$ cat src/rtl/core/crcfr_pkg.sv
// Shared types and constants for the CRC16 frame receiver.
// Holds command/status structs, state encodings and CRC constants.
// No dependencies.
`default_nettype none

package crcfr_pkg;

  // Default frame store depth
  localparam int FRAME_STORE_DEPTH_DEF = 64;

  // CRC16-MODBUS: init value, reflected polynomial, LSB mask
  localparam logic [15:0] CRC_INIT = 16'hFFFF;
  localparam logic [15:0] CRC_POLY = 16'hA001;
  localparam logic [15:0] CRC_LSB  = 16'h0001;

  // Length byte bounds: MIN_LEN .. depth - LEN_MARGIN
  localparam int MIN_LEN    = 5;
  localparam int LEN_MARGIN = 3;

  // Register reset values
  localparam logic [7:0] HEADER_FIRST_RST  = 8'h55;
  localparam logic [7:0] HEADER_SECOND_RST = 8'hAA;
  localparam logic [7:0] ADDRESS_HIGH_RST  = 8'h60;
  localparam logic [7:0] ADDRESS_LOW_RST   = 8'h66;

  // Configuration register indexes
  typedef enum logic [1:0] {
    REG_HEADER_FIRST  = 2'd0,
    REG_HEADER_SECOND = 2'd1,
    REG_ADDRESS_HIGH  = 2'd2,
    REG_ADDRESS_LOW   = 2'd3
  } reg_index_t;

  // Frame parser phase, one-hot
  typedef enum logic [7:0] {
    PH_HUNT    = 8'b0000_0001,
    PH_HEAD2   = 8'b0000_0010,
    PH_LENGTH  = 8'b0000_0100,
    PH_ADDR_H  = 8'b0000_1000,
    PH_ADDR_L  = 8'b0001_0000,
    PH_PAYLOAD = 8'b0010_0000,
    PH_CRC_H   = 8'b0100_0000,
    PH_CRC_L   = 8'b1000_0000
  } phase_t;

  // Sequencer state, one-hot
  typedef enum logic [3:0] {
    SQ_IDLE = 4'b0001,
    SQ_CRC  = 4'b0010,
    SQ_READ = 4'b0100,
    SQ_SEND = 4'b1000
  } seq_t;

  // Controller to datapath commands
  typedef struct packed {
    logic store;          // write byte to store, load CRC with it
    logic frame_start;    // with store: restart count and CRC
    logic crc_step;       // one CRC bit step
    logic count_clear;    // clear byte count
    logic flen_load;      // capture length byte
    logic crc_high_load;  // capture received CRC high byte
    logic crc_high_clear; // clear received CRC high byte
    logic emit_start;     // begin good-frame readout at index zero
    logic emit_err;       // set up the error result
    logic emit_next;      // advance readout index
    logic ram_rd;         // read store at readout index
  } cmd_t;

  // Datapath to controller status
  typedef struct packed {
    logic hdr1_match;
    logic hdr2_match;
    logic len_ok;
    logic addr_h_match;
    logic addr_l_match;
    logic payload_done;
    logic crc_match;
    logic crc_last_bit;
    logic emit_last;
  } status_t;

endpackage

`default_nettype wire

$ cat src/rtl/core/crcfr_ram.sv
// Generic single-port-write, single-port-read RAM with registered read.
// No dependencies.
`default_nettype none

module crcfr_ram #(
  parameter int WIDTH = 8,
  parameter int DEPTH = 64
) (
  input  wire logic                     clk,
  input  wire logic                     wr_en,
  input  wire logic [$clog2(DEPTH)-1:0] wr_addr,
  input  wire logic [WIDTH-1:0]         wr_data,
  input  wire logic                     rd_en,
  input  wire logic [$clog2(DEPTH)-1:0] rd_addr,
  output logic      [WIDTH-1:0]         rd_data
);

  logic [WIDTH-1:0] mem [DEPTH];

  // Write port and registered read port
  always_ff @(posedge clk) begin
    if (wr_en) begin
      mem[wr_addr] <= wr_data;
    end
    if (rd_en) begin
      rd_data <= mem[rd_addr];
    end
  end

endmodule

`default_nettype wire

$ cat src/rtl/core/crcfr_ctrl.sv
// Controller for the CRC16 frame receiver: frame phase and sequencer FSMs.
// Depends on crcfr_pkg.
`default_nettype none

module crcfr_ctrl (
  input  wire logic              clk,
  input  wire logic              rst,
  input  wire logic              in_accept,
  input  wire logic              out_ready,
  input  wire crcfr_pkg::status_t status,
  output crcfr_pkg::cmd_t        cmd,
  output logic                   in_ready,
  output logic                   out_valid
);

  crcfr_pkg::phase_t phase, phase_next;
  crcfr_pkg::seq_t   seq, seq_next;

  always_ff @(posedge clk) begin
    if (rst) begin
      phase <= crcfr_pkg::PH_HUNT;
      seq   <= crcfr_pkg::SQ_IDLE;
    end else begin
      phase <= phase_next;
      seq   <= seq_next;
    end
  end

  assign in_ready  = (seq == crcfr_pkg::SQ_IDLE);
  assign out_valid = (seq == crcfr_pkg::SQ_SEND);

  // Next state and command decode
  always_comb begin
    phase_next = phase;
    seq_next   = seq;
    cmd        = '0;
    case (seq)
      crcfr_pkg::SQ_IDLE: begin
        if (in_accept) begin
          case (phase)
            crcfr_pkg::PH_HUNT: begin
              if (status.hdr1_match) phase_next = crcfr_pkg::PH_HEAD2;
            end
            crcfr_pkg::PH_HEAD2: begin
              phase_next = status.hdr2_match ? crcfr_pkg::PH_LENGTH : crcfr_pkg::PH_HUNT;
            end
            crcfr_pkg::PH_LENGTH: begin
              cmd.flen_load = 1'b1;
              if (status.len_ok) begin
                cmd.store       = 1'b1;
                cmd.frame_start = 1'b1;
                phase_next      = crcfr_pkg::PH_ADDR_H;
                seq_next        = crcfr_pkg::SQ_CRC;
              end else begin
                phase_next = crcfr_pkg::PH_HUNT;
              end
            end
            crcfr_pkg::PH_ADDR_H: begin
              if (status.addr_h_match) begin
                cmd.store  = 1'b1;
                phase_next = crcfr_pkg::PH_ADDR_L;
                seq_next   = crcfr_pkg::SQ_CRC;
              end else begin
                cmd.count_clear = 1'b1;
                phase_next      = crcfr_pkg::PH_HUNT;
              end
            end
            crcfr_pkg::PH_ADDR_L: begin
              if (status.addr_l_match) begin
                cmd.store  = 1'b1;
                phase_next = crcfr_pkg::PH_PAYLOAD;
                seq_next   = crcfr_pkg::SQ_CRC;
              end else begin
                cmd.count_clear = 1'b1;
                phase_next      = crcfr_pkg::PH_HUNT;
              end
            end
            crcfr_pkg::PH_PAYLOAD: begin
              cmd.store = 1'b1;
              seq_next  = crcfr_pkg::SQ_CRC;
              if (status.payload_done) phase_next = crcfr_pkg::PH_CRC_H;
            end
            crcfr_pkg::PH_CRC_H: begin
              cmd.crc_high_load = 1'b1;
              phase_next        = crcfr_pkg::PH_CRC_L;
            end
            crcfr_pkg::PH_CRC_L: begin
              // End of frame: always back to the hunt
              cmd.count_clear    = 1'b1;
              cmd.crc_high_clear = 1'b1;
              phase_next         = crcfr_pkg::PH_HUNT;
              if (status.crc_match) begin
                cmd.emit_start = 1'b1;
                seq_next       = crcfr_pkg::SQ_READ;
              end else begin
                cmd.emit_err = 1'b1;
                seq_next     = crcfr_pkg::SQ_SEND;
              end
            end
            default: begin
              phase_next = crcfr_pkg::PH_HUNT;
            end
          endcase
        end
      end
      crcfr_pkg::SQ_CRC: begin
        cmd.crc_step = 1'b1;
        if (status.crc_last_bit) seq_next = crcfr_pkg::SQ_IDLE;
      end
      crcfr_pkg::SQ_READ: begin
        cmd.ram_rd = 1'b1;
        seq_next   = crcfr_pkg::SQ_SEND;
      end
      crcfr_pkg::SQ_SEND: begin
        if (out_ready) begin
          if (status.emit_last) begin
            seq_next = crcfr_pkg::SQ_IDLE;
          end else begin
            cmd.emit_next = 1'b1;
            seq_next      = crcfr_pkg::SQ_READ;
          end
        end
      end
      default: begin
        seq_next = crcfr_pkg::SQ_IDLE;
      end
    endcase
  end

endmodule

`default_nettype wire

$ cat src/rtl/core/crcfr_datapath.sv
// Datapath for the CRC16 frame receiver: config registers, byte count,
// bit-serial CRC16-MODBUS, frame store and readout. Depends on crcfr_pkg
// and crcfr_ram.
`default_nettype none

module crcfr_datapath #(
  parameter int FRAME_STORE_DEPTH = crcfr_pkg::FRAME_STORE_DEPTH_DEF
) (
  input  wire logic               clk,
  input  wire logic               rst,
  input  wire logic               cfg_wen,
  input  wire logic [1:0]         cfg_index,
  input  wire logic [7:0]         cfg_data,
  input  wire logic [7:0]         rx_byte,
  input  wire crcfr_pkg::cmd_t    cmd,
  output crcfr_pkg::status_t      status,
  output logic      [7:0]         out_byte,
  output logic                    out_last,
  output logic                    out_status
);

  localparam int IdxW = $clog2(FRAME_STORE_DEPTH);
  localparam logic [8:0] MaxLen = 9'(FRAME_STORE_DEPTH - crcfr_pkg::LEN_MARGIN);
  localparam logic [7:0] MinLen = 8'(crcfr_pkg::MIN_LEN);
  localparam logic [7:0] DepthW = 8'(FRAME_STORE_DEPTH);

  logic [7:0]      header_first, header_second, address_high, address_low;
  logic [7:0]      frame_length;
  logic [6:0]      byte_count;
  logic [7:0]      received_crc_high;
  logic [15:0]     running_crc;
  logic [2:0]      bit_count;
  logic [IdxW-1:0] emit_idx;
  logic            emit_err;
  logic [7:0]      ram_rd_data;

  logic [6:0]      eff_count;
  logic            store_ok;
  logic [6:0]      count_after;
  logic [15:0]     crc_base;

  // Configuration registers
  always_ff @(posedge clk) begin
    if (rst) begin
      header_first  <= crcfr_pkg::HEADER_FIRST_RST;
      header_second <= crcfr_pkg::HEADER_SECOND_RST;
      address_high  <= crcfr_pkg::ADDRESS_HIGH_RST;
      address_low   <= crcfr_pkg::ADDRESS_LOW_RST;
    end else if (cfg_wen) begin
      case (cfg_index)
        crcfr_pkg::REG_HEADER_FIRST:  header_first  <= cfg_data;
        crcfr_pkg::REG_HEADER_SECOND: header_second <= cfg_data;
        crcfr_pkg::REG_ADDRESS_HIGH:  address_high  <= cfg_data;
        crcfr_pkg::REG_ADDRESS_LOW:   address_low   <= cfg_data;
        default: ;
      endcase
    end
  end

  // Store index: a new frame restarts at zero
  assign eff_count   = cmd.frame_start ? 7'd0 : byte_count;
  assign store_ok    = {1'b0, eff_count} < DepthW;
  assign count_after = store_ok ? eff_count + 7'd1 : eff_count;
  assign crc_base    = cmd.frame_start ? crcfr_pkg::CRC_INIT : running_crc;

  // Frame length, byte count, received CRC high byte
  always_ff @(posedge clk) begin
    if (rst) begin
      frame_length      <= '0;
      byte_count        <= '0;
      received_crc_high <= '0;
    end else begin
      if (cmd.flen_load) frame_length <= rx_byte;
      if (cmd.count_clear) begin
        byte_count <= '0;
      end else if (cmd.store) begin
        byte_count <= count_after;
      end
      if (cmd.crc_high_clear) begin
        received_crc_high <= '0;
      end else if (cmd.crc_high_load) begin
        received_crc_high <= rx_byte;
      end
    end
  end

  // Bit-serial CRC: xor the byte in, then eight shift steps
  always_ff @(posedge clk) begin
    if (rst) begin
      running_crc <= crcfr_pkg::CRC_INIT;
      bit_count   <= '0;
    end else if (cmd.store) begin
      running_crc <= crc_base ^ {8'h00, rx_byte};
      bit_count   <= '0;
    end else if (cmd.crc_step) begin
      if ((running_crc & crcfr_pkg::CRC_LSB) != 16'h0000) begin
        running_crc <= (running_crc >> 1) ^ crcfr_pkg::CRC_POLY;
      end else begin
        running_crc <= running_crc >> 1;
      end
      bit_count <= bit_count + 3'd1;
    end
  end

  // Readout index and error flag
  always_ff @(posedge clk) begin
    if (rst) begin
      emit_idx <= '0;
      emit_err <= 1'b0;
    end else if (cmd.emit_start) begin
      emit_idx <= '0;
      emit_err <= 1'b0;
    end else if (cmd.emit_err) begin
      emit_err <= 1'b1;
    end else if (cmd.emit_next) begin
      emit_idx <= emit_idx + 1'b1;
    end
  end

  crcfr_ram #(
    .WIDTH (8),
    .DEPTH (FRAME_STORE_DEPTH)
  ) u_store (
    .clk     (clk),
    .wr_en   (cmd.store && store_ok),
    .wr_addr (eff_count[IdxW-1:0]),
    .wr_data (rx_byte),
    .rd_en   (cmd.ram_rd),
    .rd_addr (emit_idx),
    .rd_data (ram_rd_data)
  );

  // Status to controller
  always_comb begin
    status              = '0;
    status.hdr1_match   = (rx_byte == header_first);
    status.hdr2_match   = (rx_byte == header_second);
    status.len_ok       = (rx_byte >= MinLen) && ({1'b0, rx_byte} <= MaxLen);
    status.addr_h_match = (rx_byte == address_high);
    status.addr_l_match = (rx_byte == address_low);
    status.payload_done = {2'b00, count_after} >= ({1'b0, frame_length} + 9'd1);
    status.crc_match    = ({received_crc_high, rx_byte} == running_crc);
    status.crc_last_bit = (bit_count == 3'd7);
    status.emit_last    = emit_err || (8'(emit_idx) == frame_length);
  end

  // Result fields
  assign out_byte   = emit_err ? 8'h00 : ram_rd_data;
  assign out_last   = status.emit_last;
  assign out_status = emit_err;

endmodule

`default_nettype wire

$ cat src/rtl/core/crc16_frame_receiver.sv
// Top level of the CRC16 frame receiver: controller plus datapath.
// Depends on crcfr_pkg, crcfr_ctrl, crcfr_datapath, crcfr_ram.
//
//  channel   | direction | transfer contents
//  ----------+-----------+----------------------------------------------
//  s_axis    | in        | tdata[7:0] rx_byte
//  m_axis    | out       | tdata[7:0] out_byte, tlast last, tuser[0] status
//  cfg       | in        | cfg_index register, cfg_data[7:0] value
//
// A byte that is not stored (header, CRC, rejected) does not go through the CRC unit. A stored
// byte (length, address, payload) gets one load and eight CRC bit steps in
// the serial CRC unit, and no input is taken until they end. Each good-frame
// result byte is first read from the registered store and then presented;
// the error result is presented in the cycle after the CRC low byte. m_tready low holds a result.
// Input is not taken while a frame is being read out.
// Reset (rst, synchronous) returns to the header hunt with default registers.
`default_nettype none

module crc16_frame_receiver #(
  parameter int FRAME_STORE_DEPTH = crcfr_pkg::FRAME_STORE_DEPTH_DEF
) (
  input  wire logic       clk,
  input  wire logic       rst,
  input  wire logic       s_tvalid,
  output logic            s_tready,
  input  wire logic [7:0] s_tdata,   // [7:0] rx_byte
  output logic            m_tvalid,
  input  wire logic       m_tready,
  output logic      [7:0] m_tdata,   // [7:0] out_byte
  output logic            m_tlast,
  output logic      [0:0] m_tuser,   // [0] status
  input  wire logic       cfg_wen,
  input  wire logic [1:0] cfg_index,
  input  wire logic [7:0] cfg_data
);

  crcfr_pkg::cmd_t    cmd;
  crcfr_pkg::status_t status;
  logic               out_status;

  crcfr_ctrl u_ctrl (
    .clk       (clk),
    .rst       (rst),
    .in_accept (s_tvalid && s_tready),
    .out_ready (m_tready),
    .status    (status),
    .cmd       (cmd),
    .in_ready  (s_tready),
    .out_valid (m_tvalid)
  );

  crcfr_datapath #(
    .FRAME_STORE_DEPTH (FRAME_STORE_DEPTH)
  ) u_dp (
    .clk        (clk),
    .rst        (rst),
    .cfg_wen    (cfg_wen),
    .cfg_index  (cfg_index),
    .cfg_data   (cfg_data),
    .rx_byte    (s_tdata),
    .cmd        (cmd),
    .status     (status),
    .out_byte   (m_tdata),
    .out_last   (m_tlast),
    .out_status (out_status)
  );

  assign m_tuser[0] = out_status;

endmodule

`default_nettype wire
$ cat config.mk
export PLATFORM = sky130hd
export DESIGN_NAME = crc16_frame_receiver
export DESIGN_NICKNAME = d
export VERILOG_FILES = /design/src/rtl/core/crcfr_pkg.sv /design/src/rtl/core/crcfr_ram.sv /design/src/rtl/core/crcfr_ctrl.sv /design/src/rtl/core/crcfr_datapath.sv /design/src/rtl/core/crc16_frame_receiver.sv
export SDC_FILE = /design/constraint.sdc
export NUM_CORES = 1
export LEC_CHECK = 0
export BUFFER_PORTS_ARGS = -buffer_cell sky130_fd_sc_hd__buf_2
export CELL_PAD_IN_SITES_DETAIL_PLACEMENT = 0
export CELL_PAD_IN_SITES_GLOBAL_PLACEMENT = 1
export CORE_ASPECT_RATIO = 0.75
export CORE_MARGIN = 2
export CORE_UTILIZATION = 49
export CTS_BUF_LIST = sky130_fd_sc_hd__clkbuf_16
export CTS_CLUSTER_SIZE = 25
export DETAILED_ROUTE_END_ITERATION = 8
export PLACE_DENSITY_LB_ADDON = 0.05
export SLEW_MARGIN = 20
export SYNTH_ARGS = -nofsm -noshare
export SYNTH_HDL_FRONTEND = slang
export SYNTH_HIERARCHICAL = 1
export SYNTH_SLANG_ARGS = --single-unit
export TNS_END_PERCENT = 20
$ cat constraint.sdc
create_clock -name clk -period 3.8 [get_ports clk]
set_input_delay 0.19 -clock clk [delete_from_list [all_inputs] [get_ports clk]]
set_output_delay 0.19 -clock clk [all_outputs]
set_load 0.02 [all_outputs]
==> run metrics, run 1 <==
Synth Warn #=6; #FFs+latches synth=613; setup violators final=0; Final Net Count=1803; critical setup path kind=reg2reg; I/O Pins=35; # DRC=0; vias per std cell=5.77; multi-input logic area=7590 um^2; TritonCTS Buffers=between 60 and 70; GR Overflow Total=0; commonest non-fill, non-tap cells in the layout=520 x edfxtp_1, 167 x buf_4, 166 x nor2_1; setup ws final=129 ps; share of cells above drive strength 1=0.254; CTS sink count=613; Mapped Area=around 26000 um^2; clock-pin slew on the worst setup and hold paths=60 ps; minimum clock period=3670 ps; Rows=72; DR vias=14500; largest net degree at the start of global routing=58; clk_skew=15.6 ps; Tightest Pin Transition=989 ps; Mapped Avg Cell Area=16.1 um^2; final count of hold timing violations=0; placed inst area=around 28000 um^2; HPWL Detailed=between 40000 and 50000 um; fin crit share=0.966; CTS root buf=clkbuf_16; Yosys top cell area share=0.609; final wirelength=63000 um; commonest non-fill, non-tap cell in the layout=edfxtp_1; EDFF count, synth=520; initial core utilization=0.497; GP Congestion=approximately 0.86; First DRT Iteration DRCs=1384; clock tree buffer depth=3; final instance area=29700 um^2; post-synth top area cell=edfxtp_1; Die H=between 200 and 250 um; sequential cell area=roughly 17000 um^2; fill count=approximately 4000; worst slack at placement=76.7 ps; Final Util=0.575; global-route usage over all layers=0.238; Core Footprint=51600 um^2; CTS H-tree depth=2; Fin Setup TNS=0 ps; ys flop type=edfxtp_1; total power=14.0 mW; Synth cell types=71; Critical Path Start Type=flip-flop; First-pass DRT Iterations=5; top cells by area, synth=edfxtp_1 61%, mux4_2 11%, dfxtp_1 7.3%; Max-cap violations=0; n_diodes=0; chip width=approximately 270 um; initial antenna violation count=4; DRT antenna net count=0; crit path max fanout=8; post-layout instance count excluding filler cells=around 2500; peak supply drop=390 uV; RSZ-0062 raised after global routing=false; cells after synthesis=1588; Post-CTS Setup Inserts=0; Leak Pwr=9.52 nW; Die Area=54200 um^2; reg2reg setup slack=approximately 130 ps; worst hold slack=around 70 ps; number of global-route vias before repair=between 10000 and 15000; worst-skew pair later-pin latency=about 620 ps; CTS tree=built; status=completed; CP Capture Type=flip-flop; crit path DAT=4010 ps; Inst Count DP=2399; Hold WC Path Type=in2reg; Mapped Nets=1622; critical path required time=between 4000 and 5000 ps; sequential area share after synthesis=0.682; achievable frequency=~270 MHz; Max Slew Vio Count=0; first-pass GRT wire length=between 90000 and 100000 um; Area growth, synth to finish=15.8%; routed length per instance=25.0 um; Port Buf Inserts=34; Post-synth ARST share=0; Pwr per Cell Area=about 470 nW/um^2; Worst slew margin=0.338
==> report_power, final <==
group | internal [mW] | switching [mW]
registers | 7.31 | 0.0253
logic | 0.206 | 0.381
clock network | 3.49 | 2.54
total | 11.0 | 2.95
==> final timing paths <==
kind                                      startpoint                 endpoint  cells past startpoint
worst min-delay path                    cfg_index[0]     u_dp/address_high[2]                      4
worst max register to register       u_ctrl/phase[1]  u_dp/u_store/mem[23][5]                     15
worst max-delay path                 u_ctrl/phase[1]  u_dp/u_store/mem[23][5]                     15
worst min register to register  u_dp/address_high[2]     u_dp/address_high[2]                      2
==> final cells by class <==
class / count / share of cell area
Sequential cell: 613 / 0.589
Multi-Input combinational cell: 858 / 0.256
Timing Repair Buffer: 217 / 0.0554
Clock buffer: 62 / 0.0523
Tap cell: 703 / 0.0296
Clock inverter: 50 / 0.0155
Inverter: 18 / 0.00228
==> worst max-delay path: stages (launching register included) <==
cell	delay [ps]
dfxtp_1	360
or4_1	560
buf_4	200
or3_1	320
nor2_1	120
a221oi_1	60
nor4_2	230
buf_4	190
inv_2	50
a21oi_1	120
buf_4	140
buf_4	140
nand4_1	240
buf_4	270
nor2_1	190
buf_4	180
==> cell families after synthesis <==
family,count (synthesis),share of synthesized area
DFF,613,0.682
and+or+nand+nor,423,0.0810
muxes,203,0.142
AOI/OAI and AO/OA,140,0.0391
buffers and inverters,117,0.0234
xor gates and xnor gates,81,0.0277
adders and majority gates,11,0.00537
==> layer usage <==
layer / wire length (um) / up-vias / GRT usage
met5: 17 / - / 0
met4: 1110 / 4 / 0.0565
met3: 4580 / 68 / 0.0446
met2: 26500 / 448 / 0.331
met1: 30800 / 7486 / 0.386
li1: - / 6533 / -
==> synthesized netlist by cell type (16+ instances only) <==
master,count
edfxtp_1,520
nor2_1,167
mux4_2,126
dfxtp_1,93
xnor2_1,66
nand2_1,64
mux2i_1,63
clkbuf_1,50
nor2b_1,37
a21oi_1,30
nor3_1,29
nand3_1,24
nand4_1,21
nand2b_1,20
buf_2,19
inv_1,16
==> flip-flops by register name, indices dropped and copies added (netlist names) <==
signal                  flops
u_ctrl/phase                8
u_dp/header_second          8
u_dp/header_first           8
u_dp/bit_count              3
u_ctrl/seq                  4
u_dp/address_low            8
u_dp/byte_count             7
u_dp/emit_idx               6
u_dp/running_crc           16
u_dp/received_crc_high      8
u_dp/u_store/rd_data        8
u_dp/out_status             1
u_dp/frame_length           8
u_dp/address_high           8
u_dp/u_store/mem          512
==> what timing repair did <==
action | CTS | global route
gates resized for setup | 0 | 3
hold buffers | 10 | 0
hold endpoints to repair | 34 | 0
setup endpoints to repair | 0 | 8
Power figures use the tool's default switching activity.
==> run 2: changes to the inputs <==
--- a/config.mk
+++ b/config.mk
@@ -5,12 +5,13 @@
 export SDC_FILE = /design/constraint.sdc
 export NUM_CORES = 1
 export LEC_CHECK = 0
+export ABC_AREA = 1
 export BUFFER_PORTS_ARGS = -buffer_cell sky130_fd_sc_hd__buf_2
 export CELL_PAD_IN_SITES_DETAIL_PLACEMENT = 0
 export CELL_PAD_IN_SITES_GLOBAL_PLACEMENT = 1
 export CORE_ASPECT_RATIO = 0.75
 export CORE_MARGIN = 2
-export CORE_UTILIZATION = 49
+export CORE_UTILIZATION = 46
 export CTS_BUF_LIST = sky130_fd_sc_hd__clkbuf_16
 export CTS_CLUSTER_SIZE = 25
 export DETAILED_ROUTE_END_ITERATION = 8
==> run 2 against run 1 <==
Net effect:
- combinational power increased by 89%
- via count up 30%
- critical path depth increased by 1
- wire length rose by 18%
- final area is 2.8% higher
- register-to-register slack improved by 380 ps
- synthesized cell count up 63%
- sequential power increased by 2%
==> run metrics, run 2 <==
status=completed; First DRT Iteration DRCs=1504 (+8.7%); Seq pwr share=0.509 (-0.016); vias per std cell=5.34 (-7.5%); Reg-to-Reg Start=u_ctrl/seq[1]; CP Capture Type=flip-flop; multi-input logic area=8020 um^2 (+5.6%); Inst Count DP=3418 (+42%); clk_skew=26.7 ps (+11.1 ps); crit path max fanout=30 (+22); Synth Warn #=6 (unchanged); Gate power share=0.076 (+0.034); final wirelength=74500 um (+18%); GP Congestion=0.845 (-1.5%); proportion of synthesized area in mux cells=0 (-0.142); EDFF count, synth=520 (unchanged); I/O Pins=35 (unchanged); final count of hold timing violations=0 (unchanged); initial core utilization=0.466 (-0.0301); Synth cell types=47 (-34%); First-pass DRT Iterations=5 (unchanged); Synth Area in Simple Gates=0.252 (+0.171); Worst slew margin=0.308 (-0.0301); DR vias=19000 (+30%); top cells by area, synth=edfxtp_1 58%, nand2_1 11%, nand3_1 9.1%; Port Buf Inserts=34 (unchanged); Max-cap violations=0 (unchanged); Mapped Area=26800 um^2 (+4.7%); hold depth=4 (unchanged); share of cells above drive strength 1=0.122 (-0.132); Hold Crit Endpoint=u_dp/frame_length[3]; total power=14.7 mW (+5.0%); sequential cell area=17500 um^2 (about the same); number of global-route vias before repair=18400 (+30%); Die H=213 um (+5.5%); Post-CTS Setup Inserts=0 (unchanged); Post-synth ARST share=0 (unchanged); GR Overflow Total=0 (unchanged); crit path DAT=3740 ps (-270 ps); Leak Pwr=11.5 nW (+21%); placed inst area=28300 um^2 (+2.7%); Max Slew Vio Count=0 (unchanged); clock power share=0.415 (-0.018); Tightest Pin Transition=1030 ps (+42.5 ps); CTS tree=built; #FFs+latches synth=613 (unchanged); worst r2r dst=u_ctrl/phase[7]; global-route usage over all layers=0.253 (+0.0148); most frequent cell after synthesis=nand2_1; register with the most flip-flops=u_dp/u_store/mem; fin crit share=0.899 (-0.0667); Largest regs=u_dp/u_store/mem (512), u_dp/running_crc (16); largest net degree at the start of global routing=203 (+250%); RSZ-0062 raised after global routing=false; critical setup path kind=in2reg; Rows=76 (+5.6%); Final Net Count=2755 (+53%); peak supply drop=402 uV (+3.0%); post-synth top area cell=edfxtp_1; setup violators final=0 (unchanged); Hold WC Path Type=in2reg; Adder-Cell Fraction of Synth Area=0.00513 (-0.000241); cells after synthesis=2589 (+63%); ys flop type=edfxtp_1; Die Area=60300 um^2 (+11%); chip width=283 um (+5.5%); commonest non-fill, non-tap cells in the layout=818 x nand2_1, 520 x edfxtp_1, 486 x nand3_1; Pwr per Cell Area=481 nW/um^2 (+2.2%); Yosys top cell area share=0.582 (-0.0273); clock-pin slew on the worst setup and hold paths=70 ps (about the same); Critical Path Start Type=input port; # DRC=0 (unchanged); sw power=3.42 mW (+16%); Sw Ratio=0.233 (+0.0220); CTS root buf=clkbuf_16; DRT antenna net count=0 (unchanged); commonest non-fill, non-tap cell in the layout=nand2_1; Worst Reg-to-Reg Cells=30 (+15); post-layout instance count excluding filler cells=3551 (+41%); Mapped Nets=2623 (+62%); Mapped Avg Cell Area=10.4 um^2 (-36%); worst-skew pair later-pin latency=630 ps (about the same); Pint=11.2 mW (+2.1%); Final Util=0.530 (-0.0447); main combinational cell family by area after synthesis=simple AND/OR/NAND/NOR gates; initial antenna violation count=0 (-4); final instance area=30500 um^2 (+2.8%); XOR/XNOR Fraction of Synth Area=0.0144 (-0.0133); sequential area share after synthesis=0.651 (-0.0306); CTS sink count=613 (unchanged); first-pass GRT wire length=113000 um (+21%); achievable frequency=293 MHz (+7.4%); CTS H-tree depth=2 (unchanged); Fin Setup TNS=0 ps (unchanged); clock tree buffer depth=3 (unchanged); Area growth, synth to finish=13.7%; HPWL Detailed=45600 um (+8.3%); Synth Area in Compound Gates=0.0251 (-0.0140); reg2reg setup slack=510 ps (+380 ps); Core Footprint=57500 um^2 (+11%); n_diodes=0 (unchanged); routed length per instance=21.0 um (-16%); critical path required time=4120 ps (-20 ps); max reg flops=512 (unchanged); commonest cells in the netlist=818 x nand2_1, 520 x edfxtp_1, 486 x nand3_1; fill count=5163 (+29%); TritonCTS Buffers=60 (-1.6%); hold wc startpoint=s_tdata[3]; minimum clock period=3420 ps (-253 ps)
-- run 2: cells by family after synthesis --
group / after synthesis
XOR/XNOR: 44
AND/OR/NAND/NOR: 1551
adder cells (fa/ha/maj): 11
buffers and inverters: 251
AO/OA/AOI/OAI: 119
flip-flops: 613
-- run 2: layer usage --
metal | GRT usage | vias up | routed length [um]
met4 | 0.0879 | 0 | 2380
met3 | 0.0385 | 119 | 5140
met5 | 0 | - | 0
li1 | - | 9131 | -
met2 | 0.383 | 576 | 32700
met1 | 0.371 | 9125 | 34300
-- run 2: worst max path at each step --
| stage | startpoint | end | slack (ps) |
|---|---|---|---|
| 3_3_place_gp | s_tdata[1] | u_ctrl/phase[0] | 260 |
| 3_5_place_dp | s_tdata[1] | u_ctrl/phase[7] | 230 |
| 6_report | s_tdata[0] | u_dp/u_store/mem[51][6] | 380 |
| 2_1_floorplan | s_tdata[3] | u_dp/u_store/mem[48][0] | 350 |
| 4_1_cts | s_tdata[0] | u_ctrl/phase[7] | 370 |
| 5_1_grt | s_tdata[0] | u_ctrl/phase[0] | 6 |
-- run 2: critical path: stages --
cell and delay, ps:
dlygate4sd3_1 530, buf_4 170, buf_4 440, xnor2_1 170
nand4_1 120, nor3_1 280, nand3_1 140, nand4_1 100
nor3b_2 300, inv_1 100, nor2_1 120, buf_4 170
nand4_1 130, buf_4 210, nor4_1 290, buf_4 240
-- run 2: power by group through the flow --
stage	logic [mW]	registers [mW]	clock network, mW
final	1.11	7.46	6.09
after global routing	1.26	7.46	6.49
after CTS	1.11	7.45	6.23
after detailed placement	1.09	7.60	0
after global placement	1.08	7.60	0
after floorplan	0.748	7.58	0
-- run 2: repair_timing --
action,in CTS,in global routing
hold endpoints to repair,40,0
hold buffers,21,0
gates resized for setup,0,2
setup endpoints to repair,0,3
-- run 2: layout make-up --
cell class	instances	area share
well taps	780	0.0320
inverters	116	0.0148
clock buffers	61	0.0500
multi-input cells	1725	0.263
repair buffers	205	0.0519
clock inverters	51	0.0154
flip-flops and latches	613	0.573
-- run 2: stage by stage --
step                      setup slack, ps  hold WS (ps)
final                                 382          57.0
after global routing                 6.39          51.0
after CTS                             370          9.27
after detailed placement              234           461
after global placement                260           450
after floorplan                       353           262
